File: config.mk
export PLATFORM = sky130hd
export DESIGN_NAME = tcsm_classify
export DESIGN_NICKNAME = d
export VERILOG_FILES = /design/src/rtl/tcsm_pkg.sv /design/src/rtl/tcsm_classify.sv
export SDC_FILE = /design/constraint.sdc
export NUM_CORES = 1
export LEC_CHECK = 0
export ABC_AREA = 1
export BUFFER_PORTS_ARGS = -buffer_cell sky130_fd_sc_hd__buf_2
export CAP_MARGIN = 20
export CORE_MARGIN = 5
export CORE_UTILIZATION = 60
export DETAILED_ROUTE_END_ITERATION = 10
export PLACE_DENSITY = 0.84
export SYNTH_ARGS = -nofsm -noshare
export SYNTH_HDL_FRONTEND = slang
export SYNTH_SLANG_ARGS = --single-unit
File: constraint.sdc
create_clock -name vclk -period 6.7
set_input_delay 1.005 -clock vclk [all_inputs]
set_output_delay 1.005 -clock vclk [all_outputs]
set_load 0.02 [all_outputs]
File: src/rtl/tcsm_pkg.sv
// ----------------------------------------------------------------------------
// tcsm_pkg
// Types and constants shared by the triple coincidence single matcher.
// ----------------------------------------------------------------------------
package tcsm_pkg;

  localparam int unsigned TimeW    = 48;
  localparam int unsigned TagW     = 32;
  localparam int unsigned GroupW   = 32;
  localparam int unsigned WindowW  = 32;
  localparam int unsigned LimitW   = 6;
  localparam int unsigned CfgIdxW  = 2;
  localparam int unsigned CfgDataW = 32;
  // doubled-scale compare width: sum of two times plus a guard bit
  localparam int unsigned Mid2W    = TimeW + 2;

  localparam logic [LimitW-1:0] LimitReset = 6'd50;

  localparam logic CmdSingle = 1'b0;
  localparam logic CmdCoinc  = 1'b1;

  localparam logic [CfgIdxW-1:0] CfgWindow = 2'd0;
  localparam logic [CfgIdxW-1:0] CfgLimit  = 2'd1;

  typedef struct packed {
    logic              cmd;
    logic [TimeW-1:0]  time_first;
    logic [TimeW-1:0]  time_second;
    logic [TagW-1:0]   single_tag;
  } in_item_t;

  typedef struct packed {
    logic              accepted;
    logic [TimeW-1:0]  match_time;
    logic [TagW-1:0]   match_tag;
    logic [GroupW-1:0] group_number;
    logic              is_last;
  } out_item_t;

  typedef struct packed {
    logic [TimeW-1:0] stime;
    logic [TagW-1:0]  stag;
  } entry_t;

  typedef struct packed {
    logic match;
    logic expired;
  } class_t;

  typedef enum logic [1:0] {
    ST_IDLE,
    ST_SCAN,
    ST_FINISH
  } state_e;

endpackage

File: src/rtl/tcsm_classify.sv
// ----------------------------------------------------------------------------
// tcsm_classify
// Sorts one stored single against the coincidence midpoint: match, expired
// or keep. Everything runs at doubled scale.
// ----------------------------------------------------------------------------
module tcsm_classify (
  input  logic [tcsm_pkg::TimeW-1:0]   stime_i,
  input  logic [tcsm_pkg::Mid2W-1:0]   mid2_i,
  input  logic [tcsm_pkg::WindowW-1:0] window_i,
  output tcsm_pkg::class_t             class_o
);
  import tcsm_pkg::*;

  logic [Mid2W-1:0] s2;
  logic [Mid2W-1:0] win2;
  logic [Mid2W-1:0] gap;
  logic             s_gt;

  always_comb begin
    s2      = {1'b0, stime_i, 1'b0};
    win2    = {{(Mid2W - WindowW - 1){1'b0}}, window_i, 1'b0};
    s_gt    = s2 > mid2_i;
    gap     = s_gt ? (s2 - mid2_i) : (mid2_i - s2);
    class_o.match   = gap <= win2;
    // older than midpoint by more than the window
    class_o.expired = !class_o.match && !s_gt;
  end

endmodule

==> flow_summary_export.csv <==
group,metric,value,unit
grt,antenna_found_initial,0,
flow_run,drv_cap,0,
pwr,peakVddDrop,0.00007996,V
sta,tightest_slew,0.5922,ns
floorplan,ios,132,
critical_path,endpoint_kind,"output port",
logic_synthesis,synth_top_area_share,26.92,%
critical_path,path_max_fanout,11,
grt,grt_pass1_wl,53.72,mm
pwr,pwr-share-clk,0,%
sta,max-slew-margin-rel,60.52,%
floorplan,fp.coreArea,13880,um^2
logic_synthesis,yosysMostFrequentCell,"nand2_1",
critical_path,worst_path_max_delay_cell,"ha_2",
logic_synthesis,ys_types,47,
clocking,cts-hold-fix-buffers,0,
logic_synthesis,yosys.area.top_type,"nand2_1",
floorplan,rows,43,
critical_path,crit_top_cell,"nand2_1",
floorplan,die_area,16680,um^2
detailed_routing,ant_nets,0,
placed_design,hpwl,30.99,mm
logic_synthesis,synth-compound-area-share,15.44,%
grt,grtUsageTotal,40.40,%
logic_synthesis,syn_nets,1961,
final_layout,area_delta_synth_final,20.36,%
final_layout,num-clock-buffers,0,
detailed_routing,post_drt_wl_per_cell,17.08,um
grt,overflow,0,
sta,fin_crit_sh,97.47,%
pwr,pwr-share-seq,0,%
placed_design,gp_congestion,1.121,
placed_design,numPortBuffers,132,
floorplan,die_w,129.2,um
logic_synthesis,synth-simple-area-share,43.59,%
final_layout,utilization,73.87,%
sta,holdWs,2.802,ns
outcome,status,"complete, no violations",
sta,hold_viol,0,
final_layout,drive_gt1_share,16.36,%
logic_synthesis,synth_cells,1700,
sta,slew_viol_final,0,
critical_path,cp_slowest_stage_delay,0.38,ns
critical_path,crit_type,"in -> out",
logic_synthesis,syn_area,8519,um^2
critical_path,worstSetupStartpointType,"input pin",
sta,fmax,0.1531,GHz
pwr,p_sw_share,63.38,%
detailed_routing,viasPerCell,5.658,
grt,grt_max_degree,19,
final_layout,design.seq.count,0,
final_layout,regArea,0,um^2
floorplan,die_y,129.2,um
detailed_routing,drc,0,
sta,period_needed,6.530,ns
detailed_routing,firstDrtPassIters,8,
logic_synthesis,yosys-mux-area-fraction,0.2350,%
critical_path,arrival,5.53,ns
final_layout,antenna_cells,0,
floorplan,start_util,61.38,%
pwr,p_int,0.0003953,W
detailed_routing,vias,11840,
final_layout,finalNetCount,2176,
sta,setup_viol_count_final,0,
worst_hold_path,whs_path_depth,8,
critical_path,critPathRequiredTime,5.69,ns
logic_synthesis,synthAdderAreaFrac,19.42,%
pwr,p_leak,6.448,nW
grt,grt_pass1_vias,11100,
pwr,pwr_density_cell,105.3,nW/um^2
pwr,comb_power_share,100.0,%
logic_synthesis,synth_commonest_cells,"nand2_1 (611), inv_1 (382), nor2_1 (164)",
logic_synthesis,synth_area_leaders,"nand2_1 (27%), ha_1 (19%), inv_1 (17%)",
detailed_routing,wirelength,35.76,mm
logic_synthesis,seq_area_frac_synth,0,%
detailed_routing,drtIter0Drc,1433,
worst_hold_path,hp-class,"in -> out",
logic_synthesis,yosys_warnings,0,
logic_synthesis,avgSynthCellArea,5.011,um^2
logic_synthesis,synth_xor_area_share,3.187,%
logic_synthesis,synth_top_family_by_area,"simple AND/OR/NAND/NOR gates",
pwr,netSwitchingPower,0.0006842,W
[power groups by stage]
| stage | Combinational [W] | Sequential (W) | Clock (W) |
|---|---|---|---|
| floorplan | 0.000638 | 0 | 0 |
| global placement | 0.000963 | 0 | 0 |
| detailed placement | 0.000992 | 0 | 0 |
| CTS | 0.000999 | 0 | 0 |
| global route | 0.00117 | 0 | 0 |
| finish | 0.00108 | 0 | 0 |
[layout make-up]
cell class / count / area, um^2
tap: 180 / 225.2
fill: 1221 / 3627
inverter: 383 / 1440
multi-input combinational: 1308 / 7236
timing repair buffer: 222 / 1353
[cells by family after synthesis]
family          count (synthesis)
fa+ha+maj                     131
simple gates                  914
mux                             2
buf+inv                       393
xor+xnor                       31
compound gates                229
[cell usage in the layout (no fill, tap or decap), types with 2 or more instances in the layout]
| master | instances |
|---|---|
| nand4_1 | 18 |
| o21a_1 | 4 |
| nand3_1 | 73 |
| nor2_1 | 155 |
| fa_1 | 2 |
| ha_1 | 108 |
| buf_2 | 132 |
| o21ai_1 | 8 |
| o22ai_1 | 4 |
| nor2_2 | 12 |
| nand3b_1 | 2 |
| inv_1 | 380 |
| nand2_1 | 598 |
| o21ai_2 | 6 |
| inv_2 | 2 |
| buf_4 | 88 |
| a21o_1 | 6 |
| ha_4 | 3 |
| nand3_4 | 2 |
| o21ai_0 | 44 |
| a21oi_2 | 7 |
| and2_1 | 2 |
| nand2_2 | 22 |
| nor2_4 | 8 |
| ha_2 | 18 |
| a21oi_1 | 108 |
| xnor2_1 | 16 |
| xor2_1 | 15 |
| mux2i_1 | 2 |
| o211ai_1 | 5 |
| nor3_1 | 12 |
| o21bai_1 | 29 |
[per-stage QoR]
| step | area [um^2] | worst slack [ns] | TNS [ns] | std cells | total power (W) |
|---|---|---|---|---|---|
| floorplan | 8519 | 1.062 | 0 | 1700 | 0.0006377 |
| global placement | 9913 | 0.05506 | 0 | 2082 | 0.0009633 |
| detailed placement | 9913 | -0.06137 | -0.09140 | 2082 | 0.0009915 |
| CTS | 9931 | 0.007854 | 0 | 2082 | 0.0009991 |
| global route | 10250 | -0.06152 | -0.08462 | 2093 | 0.001172 |
| finish | 10250 | 0.1698 | 0 | 2093 | 0.001080 |
[critical path: cells and delay by family]
kind	cells	cell delay (ns)
AO/OA/AOI/OAI	4	0.68
XOR/XNOR	1	0.18
adder cells (fa/ha/maj)	2	0.67
buffers and inverters	11	1.05
AND/OR/NAND/NOR	17	1.93
[layer usage]
metal / track usage [%] / vias to the layer above / wire [um]
met3: 6.430 / 249 / 3886
met1: 46.97 / 5052 / 13040
li1: - / 5643 / -
met2: 67.07 / 899 / 15400
met4: 29.34 / 0 / 3431
met5: 0 / - / 0
[timing repair]
item                       4_1_cts  5_1_grt
setup endpoints to repair        2        2
gates cloned                     0        1
buffers inserted                 0       10
pin swaps                        0        8
resized for setup                4       70
[path summary, 6_finish.rpt]
path	start	end
worst max-delay path	stime_i[18]	class_o[0]
worst min-delay path	mid2_i[45]	class_o[1]
(Power assumes the default switching activity.)
